File: src/hdl/htw_pkg.sv
// ----------------------------------------------------------------------------
// htw_pkg
// Shared types and constants of the two-level timer wheel: request and result
// payloads, request codes, and the controller/datapath command and status.
// ----------------------------------------------------------------------------
package htw_pkg;

    localparam int WheelBits = 8;
    localparam int WheelSize = 1 << WheelBits;
    localparam int TimerBits = 5;
    localparam int NumTimers = 1 << TimerBits;
    localparam int LinkW     = TimerBits + 1;
    localparam int BktW      = WheelBits + 1;
    localparam int NumBkts   = 2 * WheelSize;
    localparam int RemW      = WheelBits + 2;
    localparam int TickW     = 2 * WheelBits;
    localparam int ReqW      = 3;

    localparam logic [LinkW-1:0] LinkNil = '1;

    localparam logic [ReqW-1:0] REQ_ARM_ONESHOT  = 3'd0;
    localparam logic [ReqW-1:0] REQ_ARM_PERIODIC = 3'd1;
    localparam logic [ReqW-1:0] REQ_CANCEL       = 3'd2;
    localparam logic [ReqW-1:0] REQ_RESET        = 3'd3;
    localparam logic [ReqW-1:0] REQ_UPDATE       = 3'd4;
    localparam logic [ReqW-1:0] REQ_TICK         = 3'd5;
    localparam logic [ReqW-1:0] REQ_ARM_ABS      = 3'd6;
    localparam logic [ReqW-1:0] REQ_NOP          = 3'd7;

    localparam logic KIND_ACK    = 1'b0;
    localparam logic KIND_EXPIRE = 1'b1;
    localparam logic STATUS_OK   = 1'b0;

    typedef struct packed {
        logic [ReqW-1:0]      req_type;
        logic [TimerBits-1:0] timer_id;
        logic [TickW-1:0]     delay_ticks;
        logic [TickW-1:0]     expire_at;
    } t_req;

    typedef struct packed {
        logic                 kind;
        logic [TimerBits-1:0] fired_id;
        logic                 status;
        logic [TickW-1:0]     now_ticks;
        logic                 last;
    } t_res;

    typedef struct packed {
        logic latch;
        logic clr_step;
        logic rd_home;
        logic rd_link;
        logic rd_walk;
        logic unl_wr;
        logic lnk_wr;
        logic ld_req_d;
        logic ld_walk_d;
        logic ld_arm;
        logic ld_drop;
        logic set_t_head;
        logic tick_low;
        logic tick_high;
        logic push_exp;
        logic push_ack;
        logic flush;
    } t_cmd;

    typedef struct packed {
        logic            clr_done;
        logic [ReqW-1:0] req;
        logic            pend;
        logic            per;
        logic            head_nil;
        logic            rem_zero;
        logic            carry;
        logic            lvl;
        logic            abs_past;
    } t_sts;

endpackage

File: src/hdl/htw_ctrl.sv
// ----------------------------------------------------------------------------
// htw_ctrl
// Sequencer of the timer wheel: clears the bucket memory after reset, then
// steps each request through unlink, link, bucket walk and result delivery.
// ----------------------------------------------------------------------------
module htw_ctrl (
    input  logic          i_clk,
    input  logic          i_rst_n,
    input  logic          start,
    output logic          busy,
    input  htw_pkg::t_sts i_sts,
    output htw_pkg::t_cmd o_cmd
);

    localparam logic [3:0] S_CLR    = 4'd0;
    localparam logic [3:0] S_IDLE   = 4'd1;
    localparam logic [3:0] S_DISP   = 4'd2;
    localparam logic [3:0] S_ARM    = 4'd3;
    localparam logic [3:0] S_UNL_RD = 4'd4;
    localparam logic [3:0] S_UNL_WR = 4'd5;
    localparam logic [3:0] S_LNK_RD = 4'd6;
    localparam logic [3:0] S_LNK_WR = 4'd7;
    localparam logic [3:0] S_WRD    = 4'd8;
    localparam logic [3:0] S_WCHK   = 4'd9;
    localparam logic [3:0] S_WDEC   = 4'd10;
    localparam logic [3:0] S_ACK    = 4'd11;
    localparam logic [3:0] S_FLUSH  = 4'd12;

    localparam logic [1:0] RET_ARM    = 2'd0;
    localparam logic [1:0] RET_CANCEL = 2'd1;
    localparam logic [1:0] RET_WALK   = 2'd2;

    logic [3:0] r_state;
    logic [3:0] n_state;
    logic [1:0] r_ret;
    logic [1:0] n_ret;
    logic       r_lnk_walk;
    logic       n_lnk_walk;

    always_comb begin
        o_cmd      = '0;
        n_state    = r_state;
        n_ret      = r_ret;
        n_lnk_walk = r_lnk_walk;
        case (r_state)
            S_CLR: begin
                o_cmd.clr_step = 1'b1;
                if (i_sts.clr_done) begin
                    n_state = S_IDLE;
                end
            end
            S_IDLE: begin
                if (start) begin
                    o_cmd.latch = 1'b1;
                    n_state     = S_DISP;
                end
            end
            S_DISP: begin
                case (i_sts.req)
                    htw_pkg::REQ_NOP: begin
                        n_state = S_IDLE;
                    end
                    htw_pkg::REQ_TICK: begin
                        o_cmd.tick_low = 1'b1;
                        n_state        = S_WRD;
                    end
                    htw_pkg::REQ_CANCEL: begin
                        if (i_sts.pend) begin
                            n_ret   = RET_CANCEL;
                            n_state = S_UNL_RD;
                        end else begin
                            n_state = S_ACK;
                        end
                    end
                    htw_pkg::REQ_ARM_ABS: begin
                        if (i_sts.abs_past) begin
                            o_cmd.push_exp = 1'b1;
                            n_state        = S_ACK;
                        end else begin
                            o_cmd.ld_req_d = 1'b1;
                            n_lnk_walk     = 1'b0;
                            n_state        = S_ARM;
                        end
                    end
                    default: begin
                        o_cmd.ld_req_d = 1'b1;
                        n_lnk_walk     = 1'b0;
                        n_state        = S_ARM;
                    end
                endcase
            end
            S_ARM: begin
                o_cmd.ld_arm = 1'b1;
                if (i_sts.pend) begin
                    n_ret   = RET_ARM;
                    n_state = S_UNL_RD;
                end else begin
                    n_state = S_LNK_RD;
                end
            end
            S_UNL_RD: begin
                o_cmd.rd_home = 1'b1;
                n_state       = S_UNL_WR;
            end
            S_UNL_WR: begin
                o_cmd.unl_wr = 1'b1;
                case (r_ret)
                    RET_ARM:    n_state = S_LNK_RD;
                    RET_CANCEL: n_state = S_ACK;
                    default:    n_state = S_WDEC;
                endcase
            end
            S_LNK_RD: begin
                o_cmd.rd_link = 1'b1;
                n_state       = S_LNK_WR;
            end
            S_LNK_WR: begin
                o_cmd.lnk_wr = 1'b1;
                n_state      = r_lnk_walk ? S_WRD : S_ACK;
            end
            S_WRD: begin
                o_cmd.rd_walk = 1'b1;
                n_state       = S_WCHK;
            end
            S_WCHK: begin
                if (i_sts.head_nil) begin
                    if (!i_sts.lvl && i_sts.carry) begin
                        o_cmd.tick_high = 1'b1;
                        n_state         = S_WRD;
                    end else begin
                        n_state = S_FLUSH;
                    end
                end else begin
                    o_cmd.set_t_head = 1'b1;
                    n_ret            = RET_WALK;
                    n_state          = S_UNL_WR;
                end
            end
            S_WDEC: begin
                n_lnk_walk = 1'b1;
                if (i_sts.rem_zero) begin
                    o_cmd.push_exp = 1'b1;
                    if (i_sts.per) begin
                        o_cmd.ld_walk_d = 1'b1;
                        n_state         = S_ARM;
                    end else begin
                        n_state = S_WRD;
                    end
                end else begin
                    o_cmd.ld_drop = 1'b1;
                    n_state       = S_LNK_RD;
                end
            end
            S_ACK: begin
                o_cmd.push_ack = 1'b1;
                n_state        = S_FLUSH;
            end
            S_FLUSH: begin
                o_cmd.flush = 1'b1;
                n_state     = S_IDLE;
            end
            default: begin
                n_state = S_IDLE;
            end
        endcase
    end

    always_ff @(posedge i_clk) begin
        if (!i_rst_n) begin
            r_state    <= S_CLR;
            r_ret      <= RET_ARM;
            r_lnk_walk <= 1'b0;
        end else begin
            r_state    <= n_state;
            r_ret      <= n_ret;
            r_lnk_walk <= n_lnk_walk;
        end
    end

    assign busy = (r_state != S_IDLE);

`ifndef SYNTHESIS
    a_accept_disp: assert property (@(posedge i_clk) disable iff (!i_rst_n)
        (r_state == S_IDLE && start) |=> (r_state == S_DISP))
        else $error("accepted request not dispatched");
    a_walk_ret: assert property (@(posedge i_clk) disable iff (!i_rst_n)
        (r_state == S_WCHK && !i_sts.head_nil) |=> (r_state == S_UNL_WR && r_ret == RET_WALK))
        else $error("walk unlink lost its return");
    a_flush_idle: assert property (@(posedge i_clk) disable iff (!i_rst_n)
        (r_state == S_FLUSH) |=> !busy)
        else $error("flush did not end the request");
`endif

endmodule

File: config.mk
export PLATFORM = sky130hd
export DESIGN_NAME = htw_ctrl
export DESIGN_NICKNAME = d
export VERILOG_FILES = /design/src/hdl/htw_pkg.sv /design/src/hdl/htw_ctrl.sv
export SDC_FILE = /design/constraint.sdc
export NUM_CORES = 1
export LEC_CHECK = 0
export BUFFER_PORTS_ARGS = -buffer_cell sky130_fd_sc_hd__buf_4
export CORE_MARGIN = 10
export CORE_UTILIZATION = 40
export DETAILED_ROUTE_END_ITERATION = 7
export GPL_TIMING_DRIVEN = 0
export PLACE_DENSITY = 0.67
export SLEW_MARGIN = 20
export SYNTH_ARGS = -nofsm -noshare
export SYNTH_HDL_FRONTEND = slang
export SYNTH_SLANG_ARGS = --single-unit
File: constraint.sdc
create_clock -name i_clk -period 1.4 [get_ports i_clk]
set_clock_uncertainty 0.2 [all_clocks]
set_input_delay 0.07 -clock i_clk [delete_from_list [all_inputs] [get_ports i_clk]]
set_output_delay 0.07 -clock i_clk [all_outputs]
set_load 0.01 [all_outputs]
* Yosys cells after proc, flatten, opt, wreduce, memory -nomap -nowiden
Index checks and enable logic that the tools add are counted.
** Operators by class
- Muxes and demuxes :: 51
- Equal/unequal tests :: 26
- Reductions and logical operators :: 10
** Operators with widths (count)
- $pmux 4 s12 :: 1
- $mux 1 :: 29
- $mux 4 :: 7
- $eq 4x4->1 const B :: 5
- $eq 4x3->1 const B :: 4
- $pmux 4 s4 :: 1
- $mux 2 :: 6
- $ne 2x2->1 const B :: 6
- $eq 3x3->1 const B :: 3
- $eq 4x2->1 const B :: 2
- $pmux 1 s2 :: 4
- $pmux 4 s2 :: 1
- $pmux 2 s3 :: 1
- $reduce_and 5->1 :: 1
- $eq 4x1->1 const B :: 1
- $logic_not 4->1 :: 1
- $ne 4x1->1 const B :: 1
- $eq 3x2->1 const B :: 1
- $mux 3 :: 1
- $ne 3x3->1 const B :: 1
- $reduce_and 3->1 :: 1
- $reduce_bool 3->1 :: 1
- $reduce_or 3->1 :: 1
- $eq 2x1->1 const B :: 1
- other kinds (6) :: 6
** Storage, ports and cells
- Register bits :: 7

* Longest topological paths before layout
Gate-level depths: netlist of run 1.
- Word-level depth :: 5
- Mapped depth :: 6

* Least setup slack after synthesis of run 1
No wires, ideal clock.
- Path kind :: reg2reg
- From :: register r_state[3]
- To :: register r_state[0]
- Cell stages (with the launch flop) :: 6
- Library setup time :: 0.128 ns
- Data arrival time :: 1.160 ns
- Required time :: 1.072 ns
- Setup slack :: -0.088 ns
- Cells stage by stage :: dfxtp_1 buf_6 nor4_1 nand2b_1 nand2_1 a31oi_2
** Between the ends
- Longest elaborated chain between the ends :: 3
** Ends and longest elaborated chain
- start, declared :: line htw_ctrl.sv:33 : logic [3:0] r_state;
- start signal, assigned :: line htw_ctrl.sv:174 : r_state <= n_state;
- $eq 4x1->1 or $logic_not 4->1 (tied branches) :: line htw_ctrl.sv:45 : case (r_state)
- $ne 2x2->1 (no line)
- $reduce_and 2->1 (no line)
Several ways; a longest one is shown, not always the timed one.
A chain may end at the register's enable or synchronous reset.

==> results_tabular.tex, run 1 <==
\begin{tabular}{lr}
\hline
Metric & Value \\
\hline
\multicolumn{2}{l}{\textbf{Hold path}} \\
\quad Terminating pin of the worst hold path & r\_ret[1]\$\_SDFFE\_PN0P\_ \\
\quad Hold path start & i\_sts[4] \\
\quad Hold Path Class & in2reg \\
\quad Hold Path Depth & 4 \\
\multicolumn{2}{l}{\textbf{Synth}} \\
\quad Number of synthesized flops with an enable pin & 0 \\
\quad Synth top cells by count & nand2\_1, nor2\_1, nand2b\_1 \\
\quad Leading register cell type out of synthesis & dfxtp\_1 \\
\quad Area contributors post-synth & dfxtp\_1, nand2b\_1, nand2\_1 \\
\quad Post-synthesis average cell area & 7.291 µm² \\
\quad Post-Synthesis Net Count & 118 \\
\quad Mapped Area & 758.2 µm² \\
\quad Most frequently used cell type in the post-synthesis netlist & nand2\_1 \\
\quad Number of cells produced by synthesis & 104 \\
\quad Yosys reg bits & 7 \\
\quad Proportion of netlist area held by the largest area contributor & 18.48\% \\
\quad Synth cell types & 38 \\
\quad Post-synthesis cell type with the largest combined area & dfxtp\_1 \\
\quad Number of warning messages in the yosys log & 0 \\
\quad Sequential-to-total area share from yosys stat & 18.48\% \\
\quad Proportion of register bits with asynchronous set or reset after synthesis & 0\% \\
\multicolumn{2}{l}{\textbf{STA}} \\
\quad Final-report setup violation count & 25 \\
\quad Final clock period utilization by the worst path & 119.8\% \\
\quad PnR worst setup slack & -0.2778 ns \\
\quad Worst hold-check slack & -0.03286 ns \\
\quad F\_max & 596.0 MHz \\
\quad Slew at the pin with the worst max-slew slack & about 0.32 ns \\
\quad Shortest period the worst path allows & around 1.7 ns \\
\quad RSZ-0062 raised after global routing & true \\
\quad Fin. max-slew vios & 0 \\
\quad Slew margin rel. & between 70\% and 80\% \\
\quad Number of endpoints with negative hold slack in the final report & 1 \\
\multicolumn{2}{l}{\textbf{Clock network}} \\
\quad Num CTS Buffers & 3 \\
\quad Reg clk slew, reported paths & 0.06 ns \\
\quad Worst-skew pair later-pin latency & 0.26 ns \\
\quad Clock root buffer & clkbuf\_4 \\
\quad Clock Tree Buf Depth & 2 \\
\quad Number of clock sinks & 7 \\
\quad Max H-tree Level & 1 \\
\quad Clock tree from TritonCTS & yes \\
\quad Hold-fix buffer count after cts & 2 \\
\multicolumn{2}{l}{\textbf{Setup path}} \\
\quad Register-to-register path setup slack & -0.23 ns \\
\quad CP Capture Type & output pin \\
\quad Critical path peak fanout & 6 \\
\quad Worst EP required & between 1 and 1.5 ns \\
\quad Startpoint types & flop \\
\quad Worst r2r dst & r\_state[2]\$\_SDFFE\_PN0P\_ \\
\quad Number of cell instances on the worst register-to-register path & 7 \\
\quad Worst endpoint data arrival time & around 1.4 ns \\
\quad Start-to-end type of the worst setup path & reg2out \\
\quad Startpoint of the most critical register-to-register path & r\_state[3]\$\_SDFFE\_PN0P\_ \\
\quad Critical Path Start & r\_state[3]\$\_SDFFE\_PN0P\_ \\
\multicolumn{2}{l}{\textbf{Route}} \\
\quad Number of vias in the routed layout & 1077 \\
\quad Average routed wire per standard cell & 18.43 µm \\
\quad DRT Wirelength & approximately 3400 µm \\
\quad Vias per Instance & 5.853 \\
\quad Drt first pass iters & 4 \\
\quad Drc violations & 0 \\
\quad Detailed Route Iter0 Violations & 39 \\
\quad Antenna Nets Post-Route & 0 \\
\multicolumn{2}{l}{\textbf{Floorplanning}} \\
\quad Ports & 32 \\
\quad Initial Util & between 40\% and 50\% \\
\quad Die area & 0.004037 mm² \\
\quad Die boundary width & approximately 64 µm \\
\quad Height of the die & around 64 µm \\
\quad Core region area & 0.001764 mm² \\
\quad Count of standard-cell rows & 15 \\
\multicolumn{2}{l}{\textbf{Layout}} \\
\quad Post-route insts no fill & 184 \\
\quad Number of fillers in the final layout & around 130 \\
\quad Antenna diode instance count & 0 \\
\quad Net count, final & 174 \\
\quad Fraction of final layout cells with drive strength greater than 1 & 61.64\% \\
\quad P\&R area growth vs syn & 85.81\% \\
\multicolumn{2}{l}{\textbf{Placed design}} \\
\quad DP HPWL & 1953 µm \\
\quad Placed Instances & 160 \\
\quad \# port buffers & 31 \\
\quad Post-Place Setup Slack & -0.2410 ns \\
\quad Routability congestion estimate from global placement & 0.7923 \\
\multicolumn{2}{l}{\textbf{Power and ir drop}} \\
\quad Leakage power summed over all cells & $\sim$0.00061 µW \\
\quad Power density over the cells & about 420 mW/mm² \\
\quad Largest voltage drop on the vdd net & 0.5609 mV \\
\multicolumn{2}{l}{\textbf{GRT}} \\
\quad Pin count of the biggest net entering global routing & 11 \\
\quad Total global routing track utilization & between 15 and 20\% \\
\quad Global-route wire length before repair & 5319 µm \\
\quad Antenna violations before repair & 0 \\
\quad GR Overflow Total & 0 \\
\quad Number of global-route vias before repair & about 1100 \\
\multicolumn{2}{l}{\textbf{Run}} \\
\quad Maximum Capacitance Violations & 0 \\
\multicolumn{2}{l}{\textbf{Outcome}} \\
\quad Failing checks & negative hold slack, negative setup slack \\
\quad Outcome & finished with violations \\
\hline
\end{tabular}
[timing repair]
| item | 4_1_cts | 5_1_grt |
|---|---|---|
| endpoints found under the setup margin | 25 | 25 |
| endpoints found under the hold margin | 7 | 1 |
| resized for setup | 39 | 14 |
| setup buffers | 19 | 0 |
| cloned | 1 | 0 |
| pin swaps | 13 | 8 |
[layout by cell type (no fill, tap or decap), types with 4 or more instances in the layout]
master    count
buf_4        44
buf_6         9
nand2_1       9
nand2b_1      8
nor2_2        5
nor2_1        5
nor2b_1       5
o21ai_1       4
a21oi_2       4
[registers in the layout, indices dropped and copies added (netlist names)]
name,flops
r_lnk_walk,1
r_ret,2
r_state,4
[per-stage QoR]
stage               area, µm²  total power, µW  setup TNS [ns]  utilization, %
floorplan               778.2            288.9         -0.1865               -
finish                   1409            593.4          -4.656           79.86
global placement         1042            354.8          -1.868           59.08
detailed placement       1042            358.2          -2.101           59.08
CTS                      1385            586.9          -4.577           78.51
global route             1409            618.9          -5.906           79.86
[cell families (layout without fill, tap and decap cells)]
logic type,count (synthesis),after routing,share of synthesized area (%)
buffers and inverters,8,63,8.085
XOR/XNOR,1,1,1.155
AO/OA/AOI/OAI,28,28,25.74
flip-flops,7,7,18.48
AND/OR/NAND/NOR,60,60,46.53
[how the worst max path moves through the flow]
stage,end,slack [ns],cells after the start
CTS,o_cmd[4],-0.31,5
floorplan,r_lnk_walk$_SDFFE_PN0P_,-0.04,5
finish,o_cmd[2],-0.28,6
global placement,r_lnk_walk$_SDFFE_PN0P_,-0.21,5
detailed placement,r_lnk_walk$_SDFFE_PN0P_,-0.24,5
global route,o_cmd[2],-0.34,6
[report_power, final]
group / switching [µW] / internal [µW] / total [µW]
registers: 9.31 / 202 / 211
logic: 96.6 / 97.4 / 194
clock network: 79.5 / 109 / 189
[layer usage]
layer / routed length [µm] / track usage (%) / up-vias
met5: 0 / 0 / -
met1: 1364 / 18.40 / 508
li1: - / - / 487
met4: 155 / 5.738 / 0
met3: 266 / 4.417 / 17
met2: 1605 / 26.13 / 65
[final cells by class]
type | count | area, µm² | area share (%)
inverter | 1 | 3.754 | 0.2664
multi-input combinational | 89 | 710.7 | 50.44
clock buffer | 4 | 26.28 | 1.865
buffer | 5 | 60.06 | 4.263
timing repair buffer | 53 | 426.7 | 30.28
tap | 25 | 31.28 | 2.220
sequential | 7 | 150.1 | 10.66
[worst max-delay path, stage by stage, from the launching register on]
cell and delay (ns):
dfxtp_2 0.33, buf_6 0.13, nor4b_4 0.19, buf_4 0.18, nand2_2 0.06, o21ai_2 0.13
buf_4 0.13
No activity file was read; power rests on OpenSTA's default activity.
==> run 2, diff against run 1 <==
Settings changed: CORE_MARGIN 10 to 2, SETUP_SLACK_MARGIN set to 0.2.
==> run 2 against run 1 <==
  * The run still ends with negative hold slack, negative setup slack left
  * Hold slack got worse by 0.019 ns
  * Sequential share of layout area fell by 1.4 points
  * Sequential power barely moved
  * Worst setup slack got worse by 0.086 ns
  * Critical path depth did not move
  * Non-clock buffer count rose by 9
  * Clock power rose by 5%
  * Via count rose by 5.5%
  * Largest cell class unchanged
==> results_tabular.tex, run 2 (synthesized netlist as in run 1, its figures left out) <==
\begin{tabular}{lr}
\hline
Metric & Value \\
\hline
\multicolumn{2}{l}{\textbf{Power and ir drop}} \\
\quad Switching part of the total power & 33.80\% (+2.5 points) \\
\quad Leakage power summed over all cells & 0.0006773 µW (+11\%) \\
\quad Sequential cell fraction of total power & 32.7\% (-2.8 points) \\
\quad Internal Pwr Total & 430.7 µW (+5.6\%) \\
\quad Share of power burned in combinational logic & 36.7\% (+4.0 points) \\
\quad Largest voltage drop on the vdd net & 0.4675 mV (-17\%) \\
\quad Sw Pwr & 219.9 µW (+19\%) \\
\quad Power density over the cells & 409.5 mW/mm² (-2.8\%) \\
\quad Clk network pwr share & 30.6\% (-1.2 points) \\
\multicolumn{2}{l}{\textbf{Setup path}} \\
\quad CP max stage cell & dfxtp\_2 \\
\quad CP Capture Type & output pin \\
\quad Worst endpoint data arrival time & 1.49 ns (+0.08 ns) \\
\quad CP dominant cell by count & buf\_4 \\
\quad Critical Path Start & r\_state[3]\$\_SDFFE\_PN0P\_ \\
\quad Worst EP required & 1.13 ns (about the same) \\
\quad Register-to-register path setup slack & -0.29 ns (-0.06 ns) \\
\quad Crit path to & o\_cmd[9] \\
\quad Worst r2r dst & r\_ret[0]\$\_SDFFE\_PN0P\_ \\
\quad Startpoint of the most critical register-to-register path & r\_state[3]\$\_SDFFE\_PN0P\_ \\
\quad Critical path peak fanout & 8 (+2) \\
\quad Number of cell instances on the worst register-to-register path & 8 (+1) \\
\quad Critical path cell sequence & buf\_6, nor4b\_4, buf\_4, o211ai\_1, inv\_1, buf\_4 \\
\quad Start-to-end type of the worst setup path & reg2out \\
\quad Startpoint types & flop \\
\quad Maximum single-stage delay on the critical path & 0.32 ns (about the same) \\
\multicolumn{2}{l}{\textbf{Layout}} \\
\quad Top library cells by usage in the layout, fill and taps aside & buf\_4, buf\_6, nand2\_1 \\
\quad Top Registers & r\_state x4, r\_ret x2, r\_lnk\_walk x1 \\
\quad Post-route insts no fill & 193 (+4.9\%) \\
\quad Largest Register & r\_state \\
\quad P\&R area growth vs syn & 109.6\% \\
\quad Fraction of final layout cells with drive strength greater than 1 & 66.67\% (+5.0 points) \\
\quad Antenna diode instance count & 0 (unchanged) \\
\quad Net count, final & 183 (+5.2\%) \\
\quad Max reg flops & 4 (unchanged) \\
\quad Most frequent standard cell in the layout excluding fill and tap cells & buf\_4 \\
\quad Core Util, Final & 90.07\% (+10 points) \\
\quad Post-route cell area & 0.001589 mm² (+13\%) \\
\multicolumn{2}{l}{\textbf{Route}} \\
\quad Number of vias in the routed layout & 1136 (+5.5\%) \\
\quad Detailed-routed wire length on met3 & 375 µm (+41\%) \\
\quad Drc violations & 0 (unchanged) \\
\quad Antenna Nets Post-Route & 0 (unchanged) \\
\quad Drt first pass iters & 7 (+3) \\
\quad Vias per Instance & 5.886 (+0.56\%) \\
\quad DRT Wirelength & 3926 µm (+16\%) \\
\quad Sum of met2 wire segment lengths after detailed routing & 1974 µm (+23\%) \\
\quad Detailed Route Iter0 Violations & 58 (+49\%) \\
\quad Met1 wire length & 1447 µm (+6.1\%) \\
\quad Average routed wire per standard cell & 20.34 µm (+10\%) \\
\quad Highest routed metal layer & met4 \\
\multicolumn{2}{l}{\textbf{Floorplanning}} \\
\quad Die area & 0.002260 mm² (-44\%) \\
\quad Initial Util & 42.98\% (unchanged) \\
\quad Count of standard-cell rows & 15 (unchanged) \\
\quad Core region area & 0.001764 mm² (unchanged) \\
\quad Ports & 32 (unchanged) \\
\quad Height of the die & 47.54 µm (-25\%) \\
\quad Die boundary width & 47.54 µm (-25\%) \\
\multicolumn{2}{l}{\textbf{GRT}} \\
\quad Antenna violations before repair & 0 (unchanged) \\
\quad Total global routing track utilization & 29.50\% (+14 points) \\
\quad GR Overflow Total & 0 (unchanged) \\
\quad Number of global-route vias before repair & 1002 (-9.7\%) \\
\quad Global-route wire length before repair & 4602 µm (-13\%) \\
\quad Pin count of the biggest net entering global routing & 9 (-2) \\
\multicolumn{2}{l}{\textbf{Hold path}} \\
\quad Hold Path Class & in2reg \\
\multicolumn{2}{l}{\textbf{Clock network}} \\
\quad Num CTS Buffers & 3 (unchanged) \\
\quad Clock tree from TritonCTS & yes \\
\quad Clock root buffer & clkbuf\_4 \\
\quad Worst-skew pair later-pin latency & 0.26 ns (about the same) \\
\quad Clock Tree Buf Depth & 2 (unchanged) \\
\quad Reg clk slew, reported paths & 0.06 ns (about the same) \\
\quad Number of clock sinks & 7 (unchanged) \\
\quad Max H-tree Level & 1 (unchanged) \\
\quad Hold-fix buffer count after cts & 5 (+3) \\
\multicolumn{2}{l}{\textbf{Outcome}} \\
\quad Outcome & finished with violations \\
\quad Failing checks & negative hold slack, negative setup slack \\
\multicolumn{2}{l}{\textbf{Placed design}} \\
\quad Cell area reported after detailed placement & 0.001049 mm² (+0.60\%) \\
\quad Placed Instances & 160 (unchanged) \\
\quad \# port buffers & 31 (unchanged) \\
\quad DP HPWL & 1664 µm (-15\%) \\
\quad Routability congestion estimate from global placement & 0.7972 (+0.62\%) \\
\multicolumn{2}{l}{\textbf{STA}} \\
\quad Shortest period the worst path allows & 1.764 ns (+0.08585 ns) \\
\quad PnR worst setup slack & -0.3637 ns (-0.08585 ns) \\
\quad F\_max & 567.0 MHz (-4.9\%) \\
\quad Number of endpoints with negative hold slack in the final report & 1 (unchanged) \\
\quad Final clock period utilization by the worst path & 126.0\% (+6.1 points) \\
\quad Fin. max-slew vios & 0 (unchanged) \\
\quad Final-report setup violation count & 25 (unchanged) \\
\quad Worst hold-check slack & -0.05146 ns (-0.01860 ns) \\
\quad Slew at the pin with the worst max-slew slack & 0.3695 ns (+0.04583 ns) \\
\quad Slew margin rel. & 75.31\% (-3.1 points) \\
\quad RSZ-0062 raised after global routing & true \\
\multicolumn{2}{l}{\textbf{Run}} \\
\quad Maximum Capacitance Violations & 0 (unchanged) \\
\hline
\end{tabular}
## run 2: through the flow
step	setup slack, ns	setup TNS (ns)	power, µW
6_report	-0.3637	-5.562	650.6
5_1_grt	-0.3922	-6.479	673.8
4_1_cts	-0.2930	-3.878	600.0
3_5_place_dp	-0.2075	-1.901	356.0
3_3_place_gp	-0.1968	-1.845	354.8
2_1_floorplan	-0.04175	-0.1857	289.4
## run 2: routing by layer
metal	global-route usage, %	vias up
met3	5.283	23
met5	0	-
met2	51.35	81
li1	-	503
met1	37.08	529
met4	8.649	0
## run 2: cell type report
type                            count  area, µm²
Buffer                              7      90.09
Clock buffer                        4      26.28
Timing Repair Buffer               60      504.2
Sequential cell                     7      147.6
Inverter                            1      3.754
Fill cell                          89      175.2
Multi-Input combinational cell     89      785.8
Tap cell                           25      31.28
## run 2: how the worst min path moves through the flow
stage	from	end	slack (ns)	cells after the start
5_1_grt	i_sts[4]	r_ret[1]$_SDFFE_PN0P_	-0.04	4
6_report	i_sts[4]	r_ret[1]$_SDFFE_PN0P_	-0.05	4
4_1_cts	i_sts[4]	r_ret[1]$_SDFFE_PN0P_	-0.07	4
2_1_floorplan	i_sts[8]	o_cmd[4]	-0.03	1
3_5_place_dp	i_rst_n	r_ret[1]$_SDFFE_PN0P_	0.14	3
3_3_place_gp	i_rst_n	r_ret[1]$_SDFFE_PN0P_	0.13	3
## run 2: timing repair
item / 4_1_cts / 5_1_grt
setup buffers: 18 / 5
setup endpoints to repair: 25 / 25
pin swaps: 11 / 8
cloned: 1 / 0
resized for setup: 48 / 21
hold endpoints to repair: 7 / 1
## run 2: power groups by stage
| stage | clock network (µW) | registers, µW | logic, µW |
|---|---|---|---|
| 2_1_floorplan | 0 | 213 | 76.4 |
| 5_1_grt | 212 | 214 | 248 |
| 4_1_cts | 187 | 211 | 201 |
| 3_5_place_dp | 0 | 215 | 141 |
| 6_report | 199 | 213 | 239 |
| 3_3_place_gp | 0 | 216 | 139 |
## run 2: worst max-delay path, delay by kind of cell (launching register included)
family / cells / cell delay, ns
AND/OR/NAND/NOR: 1 / 0.26
AO/OA/AOI/OAI: 1 / 0.14
flip-flops: 1 / 0.32
buffers and inverters: 4 / 0.51
